$ cat config.mk
export PLATFORM = sky130hd
export DESIGN_NAME = telemetry_frame_packer_core
export DESIGN_NICKNAME = d
export VERILOG_FILES = /design/src/rtl/tfp_pkg.sv /design/src/rtl/tfp_front.sv /design/src/rtl/tfp_back.sv /design/src/rtl/telemetry_frame_packer_core.sv
export VERILOG_INCLUDE_DIRS = /design/src /design/src/rtl
export SDC_FILE = /design/constraint.sdc
export NUM_CORES = 1
export LEC_CHECK = 0
export BUFFER_PORTS_ARGS = -buffer_cell sky130_fd_sc_hd__buf_2
export CAP_MARGIN = 0
export CORE_UTILIZATION = 50
export CTS_BUF_LIST = sky130_fd_sc_hd__clkbuf_4
export CTS_CLUSTER_SIZE = 10
export DETAILED_ROUTE_END_ITERATION = 8
export PLACE_DENSITY = 0.72
export SKIP_LAST_GASP = 1
export SYNTH_ARGS = -nofsm -noshare
export SYNTH_HDL_FRONTEND = slang
export SYNTH_HIERARCHICAL = 1
export SYNTH_SLANG_ARGS = --single-unit
$ cat constraint.sdc
create_clock -name aclk -period 7.5 [get_ports aclk]
set_input_delay 0.375 -clock aclk [delete_from_list [all_inputs] [get_ports aclk]]
set_output_delay 0.375 -clock aclk [all_outputs]
set_load 0.01 [all_outputs]
$ cat src/rtl/assert_macros.svh
// Assertion macros used by the RTL module tfp_back.
`ifndef ASSERT_MACROS_SVH
`define ASSERT_MACROS_SVH

`ifndef SYNTHESIS

`define TFP_ASSERT(label, clk, rst_n, prop) \
    label: assert property (@(posedge clk) disable iff (!rst_n) (prop)) \
        else $error("telemetry frame packer assertion failed");

`define TFP_ASSERT_NEVER(label, clk, rst_n, cond) \
    label: assert property (@(posedge clk) disable iff (!rst_n) !(cond)) \
        else $error("telemetry frame packer forbidden condition seen");

`else

`define TFP_ASSERT(label, clk, rst_n, prop)

`define TFP_ASSERT_NEVER(label, clk, rst_n, cond)

`endif

`endif

$ cat src/rtl/tfp_pkg.sv
package tfp_pkg;

    localparam logic [1:0] CMD_SIX_AXES = 2'd0;
    localparam logic [1:0] CMD_ANGLES   = 2'd1;
    localparam logic [1:0] CMD_QUAT     = 2'd2;
    localparam logic [1:0] CMD_NONE     = 2'd3;

    localparam logic [7:0] HDR_BYTE    = 8'hAA;
    localparam logic [7:0] STATUS_BYTE = 8'h01;
    localparam logic [7:0] DEST_RESET  = 8'hFF;

    localparam logic [7:0] FUNC_SIX_AXES = 8'h01;
    localparam logic [7:0] FUNC_ANGLES   = 8'h03;
    localparam logic [7:0] FUNC_QUAT     = 8'h04;

    localparam logic [7:0] LEN_SIX_AXES = 8'h0D;
    localparam logic [7:0] LEN_ANGLES   = 8'h07;
    localparam logic [7:0] LEN_QUAT     = 8'h09;

    localparam int IDX_W = 5;

    localparam logic [IDX_W-1:0] LAST_SIX_AXES = 5'd18;
    localparam logic [IDX_W-1:0] LAST_ANGLES   = 5'd12;
    localparam logic [IDX_W-1:0] LAST_QUAT     = 5'd14;

    localparam logic [IDX_W-1:0] IDX_HDR     = 5'd0;
    localparam logic [IDX_W-1:0] IDX_DEST    = 5'd1;
    localparam logic [IDX_W-1:0] IDX_FUNC    = 5'd2;
    localparam logic [IDX_W-1:0] IDX_LEN     = 5'd3;
    localparam logic [IDX_W-1:0] IDX_PAYLOAD = 5'd4;

    typedef struct packed {
        logic [1:0]  cmd;
        logic [15:0] value_a;
        logic [15:0] value_b;
        logic [15:0] value_c;
        logic [15:0] value_d;
        logic [15:0] value_e;
        logic [15:0] value_f;
    } tfp_in_t;

    typedef struct packed {
        logic [7:0] out_byte;
        logic       last_byte;
    } tfp_out_t;

    typedef struct packed {
        logic [7:0]       func_code;
        logic [7:0]       len_code;
        logic [IDX_W-1:0] last_idx;
        logic [5:0][15:0] values;
    } tfp_job_t;

    function automatic logic [7:0] func_code_of(input logic [1:0] cmd);
        logic [7:0] code;
        unique case (cmd)
            CMD_SIX_AXES: code = FUNC_SIX_AXES;
            CMD_ANGLES:   code = FUNC_ANGLES;
            CMD_QUAT:     code = FUNC_QUAT;
            default:      code = 8'h00;
        endcase
        return code;
    endfunction

    function automatic logic [7:0] len_code_of(input logic [1:0] cmd);
        logic [7:0] len;
        unique case (cmd)
            CMD_SIX_AXES: len = LEN_SIX_AXES;
            CMD_ANGLES:   len = LEN_ANGLES;
            CMD_QUAT:     len = LEN_QUAT;
            default:      len = 8'h00;
        endcase
        return len;
    endfunction

    function automatic logic [IDX_W-1:0] last_idx_of(input logic [1:0] cmd);
        logic [IDX_W-1:0] last;
        unique case (cmd)
            CMD_SIX_AXES: last = LAST_SIX_AXES;
            CMD_ANGLES:   last = LAST_ANGLES;
            CMD_QUAT:     last = LAST_QUAT;
            default:      last = '0;
        endcase
        return last;
    endfunction

endpackage

$ cat src/rtl/tfp_front.sv
module tfp_front import tfp_pkg::*; #(
    parameter int DEPTH = 2
) (
    input  logic     aclk,
    input  logic     aresetn,
    input  logic     s_valid,
    output logic     s_ready,
    input  tfp_in_t  s_data,
    output logic     head_valid,
    output tfp_job_t head_job,
    input  logic     head_pop
);

    localparam int PTR_W = (DEPTH > 1) ? $clog2(DEPTH) : 1;
    localparam int CNT_W = $clog2(DEPTH + 1);

    tfp_job_t         queue_reg [DEPTH];
    logic [PTR_W-1:0] wr_ptr_reg, wr_ptr_next;
    logic [PTR_W-1:0] rd_ptr_reg, rd_ptr_next;
    logic [CNT_W-1:0] count_reg, count_next;
    logic             push;
    tfp_job_t         new_job;

    assign s_ready    = (count_reg != CNT_W'(DEPTH));
    assign head_valid = (count_reg != '0);
    assign head_job   = queue_reg[rd_ptr_reg];

    // Requests with an undefined frame type are taken and dropped.
    assign push = s_valid && s_ready && (s_data.cmd != CMD_NONE);

    always_comb begin
        new_job.func_code = func_code_of(s_data.cmd);
        new_job.len_code  = len_code_of(s_data.cmd);
        new_job.last_idx  = last_idx_of(s_data.cmd);
        new_job.values[0] = s_data.value_a;
        new_job.values[1] = s_data.value_b;
        new_job.values[2] = s_data.value_c;
        new_job.values[3] = s_data.value_d;
        new_job.values[4] = s_data.value_e;
        new_job.values[5] = s_data.value_f;
    end

    always_comb begin
        wr_ptr_next = wr_ptr_reg;
        rd_ptr_next = rd_ptr_reg;
        if (push) begin
            wr_ptr_next = (wr_ptr_reg == PTR_W'(DEPTH - 1)) ? '0 : wr_ptr_reg + 1'b1;
        end
        if (head_pop) begin
            rd_ptr_next = (rd_ptr_reg == PTR_W'(DEPTH - 1)) ? '0 : rd_ptr_reg + 1'b1;
        end
        case ({push, head_pop})
            2'b10:   count_next = count_reg + 1'b1;
            2'b01:   count_next = count_reg - 1'b1;
            default: count_next = count_reg;
        endcase
    end

    always_ff @(posedge aclk) begin
        if (!aresetn) begin
            wr_ptr_reg <= '0;
            rd_ptr_reg <= '0;
            count_reg  <= '0;
        end else begin
            wr_ptr_reg <= wr_ptr_next;
            rd_ptr_reg <= rd_ptr_next;
            count_reg  <= count_next;
        end
    end

    always_ff @(posedge aclk) begin
        if (push) begin
            queue_reg[wr_ptr_reg] <= new_job;
        end
    end

endmodule

$ cat src/rtl/tfp_back.sv
`include "assert_macros.svh"

module tfp_back import tfp_pkg::*; (
    input  logic     aclk,
    input  logic     aresetn,
    input  logic [7:0] dest_addr,
    input  logic     head_valid,
    input  tfp_job_t head_job,
    output logic     head_pop,
    output logic     m_valid,
    input  logic     m_ready,
    output tfp_out_t m_data
);

    logic [IDX_W-1:0] idx_reg, idx_next;
    logic [7:0]       sum_reg, sum_next;
    logic [7:0]       add_reg, add_next;
    logic             m_valid_reg, m_valid_next;
    tfp_out_t         m_data_reg, m_data_next;
    logic             advance;
    logic             is_last;
    logic             is_check;
    logic [7:0]       cur_byte;
    logic [7:0]       payload_byte;
    logic [15:0]      cur_value;
    logic [IDX_W-1:0] pay_idx;
    logic [7:0]       sum_upd;

    assign advance  = head_valid && (!m_valid_reg || m_ready);
    assign is_last  = (idx_reg == head_job.last_idx);
    assign is_check = (idx_reg >= head_job.last_idx - 1'b1);
    assign head_pop = advance && is_last;
    assign pay_idx  = idx_reg - IDX_PAYLOAD;
    assign sum_upd  = sum_reg + cur_byte;

    always_comb begin
        case (pay_idx[3:1])
            3'd0:    cur_value = head_job.values[0];
            3'd1:    cur_value = head_job.values[1];
            3'd2:    cur_value = head_job.values[2];
            3'd3:    cur_value = head_job.values[3];
            3'd4:    cur_value = head_job.values[4];
            3'd5:    cur_value = head_job.values[5];
            default: cur_value = '0;
        endcase
        payload_byte = pay_idx[0] ? cur_value[15:8] : cur_value[7:0];
    end

    always_comb begin
        if (idx_reg == IDX_HDR) begin
            cur_byte = HDR_BYTE;
        end else if (idx_reg == IDX_DEST) begin
            cur_byte = dest_addr;
        end else if (idx_reg == IDX_FUNC) begin
            cur_byte = head_job.func_code;
        end else if (idx_reg == IDX_LEN) begin
            cur_byte = head_job.len_code;
        end else if (is_last) begin
            cur_byte = add_reg;
        end else if (idx_reg == head_job.last_idx - 1'b1) begin
            cur_byte = sum_reg;
        end else if (idx_reg == head_job.last_idx - 5'd2) begin
            cur_byte = STATUS_BYTE;
        end else begin
            cur_byte = payload_byte;
        end
    end

    always_comb begin
        idx_next     = idx_reg;
        sum_next     = sum_reg;
        add_next     = add_reg;
        m_data_next  = m_data_reg;
        m_valid_next = m_valid_reg;
        if (advance) begin
            m_valid_next          = 1'b1;
            m_data_next.out_byte  = cur_byte;
            m_data_next.last_byte = is_last;
            if (is_last) begin
                idx_next = '0;
                sum_next = '0;
                add_next = '0;
            end else begin
                idx_next = idx_reg + 1'b1;
                if (!is_check) begin
                    sum_next = sum_upd;
                    add_next = add_reg + sum_upd;
                end
            end
        end else if (m_ready) begin
            m_valid_next = 1'b0;
        end
    end

    always_ff @(posedge aclk) begin
        if (!aresetn) begin
            idx_reg     <= '0;
            sum_reg     <= '0;
            add_reg     <= '0;
            m_valid_reg <= 1'b0;
        end else begin
            idx_reg     <= idx_next;
            sum_reg     <= sum_next;
            add_reg     <= add_next;
            m_valid_reg <= m_valid_next;
        end
    end

    always_ff @(posedge aclk) begin
        m_data_reg <= m_data_next;
    end

    assign m_valid = m_valid_reg;
    assign m_data  = m_data_reg;

    `TFP_ASSERT(a_pop_loads_last, aclk, aresetn, head_pop |=> (m_valid && m_data.last_byte))
    `TFP_ASSERT_NEVER(a_idx_in_frame, aclk, aresetn, head_valid && (idx_reg > head_job.last_idx))
    `TFP_ASSERT(a_frame_restarts, aclk, aresetn, head_pop |=> (idx_reg == '0 && sum_reg == '0))

endmodule

$ cat src/rtl/telemetry_frame_packer_core.sv
// Telemetry frame packer.
// A request on the s_ channel names a frame type and carries six 16-bit
// values; the block answers with the whole frame on the m_ channel, one byte
// per transfer, in transmission order, with last_byte set on the final add
// check byte. Frames are 19, 13 or 15 bytes long for six axes, three angles
// and quaternion requests; a request with an undefined frame type is taken
// and produces nothing.
// The first byte passes through the request queue and the output byte register.
// While the receiver is ready, the output byte register emits one byte per
// cycle, and frames queued behind each other follow without a gap.
// A short request queue sits in front of the serialiser, so requests are
// taken while a frame is still going out, until the queue is full.
// The destination address is written on the cfg_ channel, always ready, and
// should only be changed while no frame is pending.
// When the receiver stalls, the current byte holds and the serialiser waits.
// Reset clears the queue and the serialiser and sets the address to 0xFF.
module telemetry_frame_packer_core import tfp_pkg::*; #(
    parameter int QUEUE_DEPTH = 2
) (
    input  logic       aclk,
    input  logic       aresetn,
    input  logic       s_valid,
    output logic       s_ready,
    input  tfp_in_t    s_data,
    output logic       m_valid,
    input  logic       m_ready,
    output tfp_out_t   m_data,
    input  logic       cfg_valid,
    output logic       cfg_ready,
    input  logic [7:0] cfg_data
);

    logic [7:0] dest_addr_reg;
    logic       head_valid;
    tfp_job_t   head_job;
    logic       head_pop;

    assign cfg_ready = 1'b1;

    always_ff @(posedge aclk) begin
        if (!aresetn) begin
            dest_addr_reg <= DEST_RESET;
        end else if (cfg_valid && cfg_ready) begin
            dest_addr_reg <= cfg_data;
        end
    end

    tfp_front #(
        .DEPTH (QUEUE_DEPTH)
    ) u_front (
        .aclk       (aclk),
        .aresetn    (aresetn),
        .s_valid    (s_valid),
        .s_ready    (s_ready),
        .s_data     (s_data),
        .head_valid (head_valid),
        .head_job   (head_job),
        .head_pop   (head_pop)
    );

    tfp_back u_back (
        .aclk       (aclk),
        .aresetn    (aresetn),
        .dest_addr  (dest_addr_reg),
        .head_valid (head_valid),
        .head_job   (head_job),
        .head_pop   (head_pop),
        .m_valid    (m_valid),
        .m_ready    (m_ready),
        .m_data     (m_data)
    );

endmodule

# After elaboration in Yosys (flattened, before gate mapping)
# Memory sizes are Yosys's and may differ from the RTL's. A register that Yosys moved wholly into a read port is not among the register bits.
# Cells that the tools add are included.
[totals]
mem_bits_rw = 216
elab_cells = 79
input_bits = 111
register_bits = 43
n_memories = 1
[memory_table]
columns = ["memory", "depth", "word_bits", "rd", "rd_ports_with_merged_regs", "write_ports", "line_no", "source"]
rows = [
  ["u_front.queue_reg", 2, 108, 1, 1, 1, "tfp_front.sv:17", "tfp_job_t queue_reg [DEPTH];"],
]
[op_classes]
reduce_logical = 13
mux = 26
n_eq_ne = 18
order_cmp = 1
n_addsub = 10
[ops]
columns = ["op", "n"]
rows = [
  ["8-bit two-way mux", 12],
  ["16-bit case mux with 6 select lines", 1],
  ["8-bit adder", 2],
  ["5-bit == test", 3],
  ["5-bit case mux with 3 select lines", 1],
  ["4-bit case mux with 3 select lines", 1],
  ["5-bit by 2-bit == test with 1-bit output, second input constant", 2],
  ["3-bit case mux with 3 select lines", 1],
  ["1-bit two-way mux", 8],
  ["3-bit by 2-bit == test with 1-bit output, second input constant", 2],
  ["3-bit == test, second input constant", 2],
  ["2-bit nonzero test", 3],
  ["5-bit by 1-bit adder with 5-bit output, second input constant", 1],
  ["5-bit by 1-bit == test with 1-bit output, second input constant", 1],
  ["5-bit greater-or-equal comparator", 1],
  ["5-bit logical NOT", 1],
  ["5-bit two-way mux", 1],
  ["5-bit by 1-bit subtractor with 5-bit output, second input constant", 1],
  ["5-bit by 2-bit subtractor with 5-bit output, second input constant", 1],
  ["2-bit by 1-bit == test with 1-bit output, second input constant", 2],
  ["2-bit == test, second input constant", 2],
  ["1-bit logical AND", 4],
  ["2-bit inequality test, second input constant", 2],
  ["2-bit case mux with 2 select lines", 1],
  ["other kinds (11)", 12],
]

# Depth between registers and ports, before layout
[logic_depth]
ltp_word = 15
ltp_mapped = 29
mapped_depth_nobuf = 28

# Modules after synthesis
# Netlist, hierarchy kept.
[modules_own_cells]
columns = ["module", "cells_per_inst", "area_per_inst_um2", "n_inst"]
rows = [
  ["tfp_front", 375, 7876.3, 1],
  ["tfp_back", 411, 3430.8, 1],
  ["telemetry_frame_packer_core", 28, 296.5, 1],
]

# Worst setup path after synthesis
# OpenSTA, ideal clock, no wires.
[synth_timing]
path_kind = "input to register"
from = "input port s_data[96] (netlist bit)"
to = "memory u_front/queue_reg[1][0] (netlist bit), enable pin"
path_slack_ns = 1.798
required_ns = 6.935
path_buffers = 0
setup_ns = 0.565
path_stages = 4
t_arrival_ns = 5.136
path_cell_list = "ha_1 nand2b_1 nand2b_1 nor2_1"
[synth_between]
elab_chain_len = 4
[synth_lines]
columns = ["item", "line_no", "source"]
rows = [
  ["start: declaration", "telemetry_frame_packer_core.sv:24", "input tfp_in_t s_data,"],
  ["2-bit inequality test", "tfp_front.sv:29", "assign push = s_valid && s_ready && (s_data.cmd != CMD_NONE);"],
  ["1-bit logical AND", "tfp_front.sv:29", ""],
  ["1-bit two-way mux", "tfp_front.sv:72", "if (push) begin"],
  ["1-bit two-way mux (not written as such)", "tfp_front.sv:73", "queue_reg[wr_ptr_reg] <= new_job;"],
  ["end: declaration", "tfp_front.sv:17", ""],
]
# No other way between the ends.

==> out/metrics.cfg <==
[outcome]
status = finished clean

[floorplanning]
die_area_sq_um = 23800
core_sq_um = 22700
die_y_um = 154
die_w_um = 154
initial_core_util_pct = 51.1
ios = 123
rows = 55

[final_layout]
layout_common_cells = edfxtp_1, buf_2, mux2_2
fillers = 1765
drive_gt1_share_pct = 32.7
syn2layout_area_growth_pct = 23.3
nets = 1225
mostFrequentLayoutCell = edfxtp_1
largest_reg_flops = 206
fin_cells = 1404

[placed_design]
detailedPlace.worstSlack_ns = 1.39
gp_congestion = 0.906
dp.cells = 1186
port_buffers = 121
dpl.hpwl_um = 16500

[clock_network]
htree_num_levels = 3
clock_sinks = 250
cts_buffers = 68
cts.clk_slew.worst_paths_ns = 0.07
ctsResizeCount = 0
cts_setup_buffers = 0
clock_latency_ns = 0.67
clockBufferDepth = 3
cts_tree = built
root_buffer = clkbuf_4

[routing]
postRouteAntennaNets = 0
wl_per_cell_um = 18.9
vias = 7575
dr.pass1.iters = 6
via_per_inst = 5.40
totalWireLength_um = 26500
drc_errors = 0
drt-initial-drc-count = 485

[timing]
tightest_slew_ns = 1.06
fin_crit_sh_pct = 81.3
fmax_mhz = 164
hold_viol = 0
whs_ns = 0.0509
min_period_ns = 6.09
skew_ns = 0.0552
setup_viol_count_final = 0
finalMaxSlewViolations = 0
rsz0062_at_grt = no
setup_tns_ns = 0
setup_ws_ns = 1.41
max-slew-margin-rel_pct = 29.4

[critical_path]
worstSetupEndpointType = flop
path_max_fanout = 35
r2r_end = u_back/add_reg[7]
crit_type = flop to flop
r2r_cells = 25
arrival_ns = 6.71
critPathLaunchType = flop
rrSetupSlack_ns = 1.41
critical_path_required_ns = 8.12

[global_route]
grt_use_total_pct = 23.1
grt_max_degree = 72
antenna_found_initial = 1
grt_pass1_vias = 7871
gr-total-overflow = 0
grt_pass1_wl_um = 41600

[logic_synthesis]
synth_seq_cells = 250
syn_inst = 814
ys.flop_type = edfxtp_1
yosysSeqAreaShare_pct = 61.7
synth-async-reset-ratio_pct = 0
yosysUniqueCellTypes = 66
avgSynthCellArea_sq_um = 14.3
synth_edf_count = 215
syn_area_sq_um = 11600
ys_warn_count = 6

[power]
seqPwrFrac_pct = 48.1
p_sw_share_pct = 25.6
power.switching_mw = 0.884
p_leak_nw = 5.35
p_clk_share_pct = 36.3
power.density_nw_per_um2 = 241
p_int_mw = 2.57
combPwrFrac_pct = 15.6
peakVddDrop_mv = 0.166

[worst_hold_path]
hold_class = input port to flop
min_from = m_ready
hold-path-cell-count = 3
hold_path_end = u_back/m_valid

[flow_run]
max_cap_viol_count = 0

## worst max-delay path by stage
stage | to | slack (ns) | cells after the start
final | u_back/add_reg[7] | 1.41 | 25
after floorplan | u_front/queue_reg[1][0] | 1.80 | 4
after CTS | u_back/add_reg[7] | 1.41 | 25
after detailed placement | u_back/add_reg[7] | 1.39 | 25
after global routing | u_back/add_reg[7] | 0.83 | 25
after global placement | u_back/add_reg[7] | 1.55 | 25
## synth_stat cells (all sizes together), types with 2 or more instances
cell type / instances / area share (%)
edfxtp: 215 / 56
and3: 2 / 0.11
a32oi: 2 / 0.15
fa: 2 / 0.35
o21bai: 2 / 0.13
or3: 7 / 0.39
o211ai: 6 / 0.39
clkbuf: 13 / 0.42
ha: 37 / 4.0
nor2: 29 / 0.94
a221oi: 8 / 0.75
nand3b: 2 / 0.24
a21boi: 9 / 0.58
o2bb2ai: 5 / 0.38
nand2b: 11 / 0.59
a211oi: 4 / 0.26
a22oi: 16 / 1.0
nand3: 7 / 0.30
mux2: 116 / 11
nand4: 4 / 0.22
a31oi: 5 / 0.27
o21a: 2 / 0.13
xor2: 5 / 0.44
mux4: 5 / 0.97
nand2: 41 / 1.3
a21o: 6 / 0.39
a221o: 4 / 0.35
inv: 30 / 0.97
mux2i: 24 / 2.1
and2: 6 / 0.32
o21ai: 24 / 1.0
o31ai: 2 / 0.13
o22ai: 5 / 0.27
buf: 37 / 2.0
dfxtp: 35 / 6.0
xnor2: 17 / 1.3
a21oi: 22 / 0.95
a2bb2oi: 3 / 0.23
nor3: 7 / 0.30
nor2b: 21 / 1.1
conb: 2 / 0.065
## worst max-delay path, cell delays in order (launching register included)
cell,delay [ns]
dfxtp_4,0.65
mux2_2,0.49
inv_1,0.11
ha_1,0.18
nand2_1,0.07
xor2_1,0.14
ha_1,0.30
nand4_1,0.14
nor2_1,0.50
a311o_1,0.35
nor3_1,0.10
a211oi_1,0.30
o311ai_1,0.15
a32o_1,0.26
ha_1,0.32
nor2b_1,0.14
o21ai_0,0.19
a21boi_0,0.15
o21a_1,0.19
nor2_1,0.10
xnor2_1,0.15
ha_1,0.30
a21oi_1,0.14
o21ai_0,0.16
or3_1,0.39
nand4_1,0.09
## per-layer routing
layer | wire length (um) | global-route usage [%] | vias up
li1 | - | - | 3626
met1 | 11200 | 28.7 | 3646
met2 | 13100 | 38.7 | 244
met3 | 1540 | 5.46 | 59
met4 | 765 | 10.1 | 0
met5 | 0 | 0 | -
## logic make-up after synthesis
| group | count (synthesis) | share of synthesized area [%] |
|---|---|---|
| other | 2 | 0.0647 |
| XOR/XNOR | 23 | 1.92 |
| multiplexers | 145 | 14.3 |
| buffers and inverters | 80 | 3.44 |
| AND/OR/NAND/NOR | 140 | 6.07 |
| flip-flops | 250 | 61.7 |
| AO/OA/AOI/OAI | 135 | 8.20 |
| adder cells (fa/ha/maj) | 39 | 4.33 |
## metrics by stage
step / util (%) / cell area (sq um) / power (mW)
2_1_floorplan: - / 11600 / 2.04
3_3_place_gp: 54.5 / 12400 / 2.17
3_5_place_dp: 54.5 / 12400 / 2.18
4_1_cts: 63.0 / 14300 / 3.48
5_1_grt: 63.0 / 14300 / 3.63
6_report: 63.0 / 14300 / 3.46
## power groups by stage
stage,Sequential [mW],Combinational [mW],Clock (mW)
finish,1.66,0.537,1.25
global route,1.67,0.595,1.36
CTS,1.66,0.536,1.28
detailed placement,1.69,0.490,0
global placement,1.69,0.485,0
floorplan,1.68,0.359,0
## cell type report
type / instances / area [sq um] / share of cell area, %
well taps: 285 / 357 / 2.49
diodes: 1 / 2.50 / 0.0175
clock inverters: 14 / 141 / 0.988
flip-flops and latches: 250 / 7160 / 50.1
inverters: 30 / 115 / 0.804
multi-input cells: 493 / 4090 / 28.6
repair buffers: 232 / 1700 / 11.9
clock buffers: 99 / 743 / 5.19
## repair_timing
action	CTS	global route
hold endpoints to repair	200	0
hold buffers	104	0
setup endpoints to repair	0	0
Power figures use the tool's default switching activity.
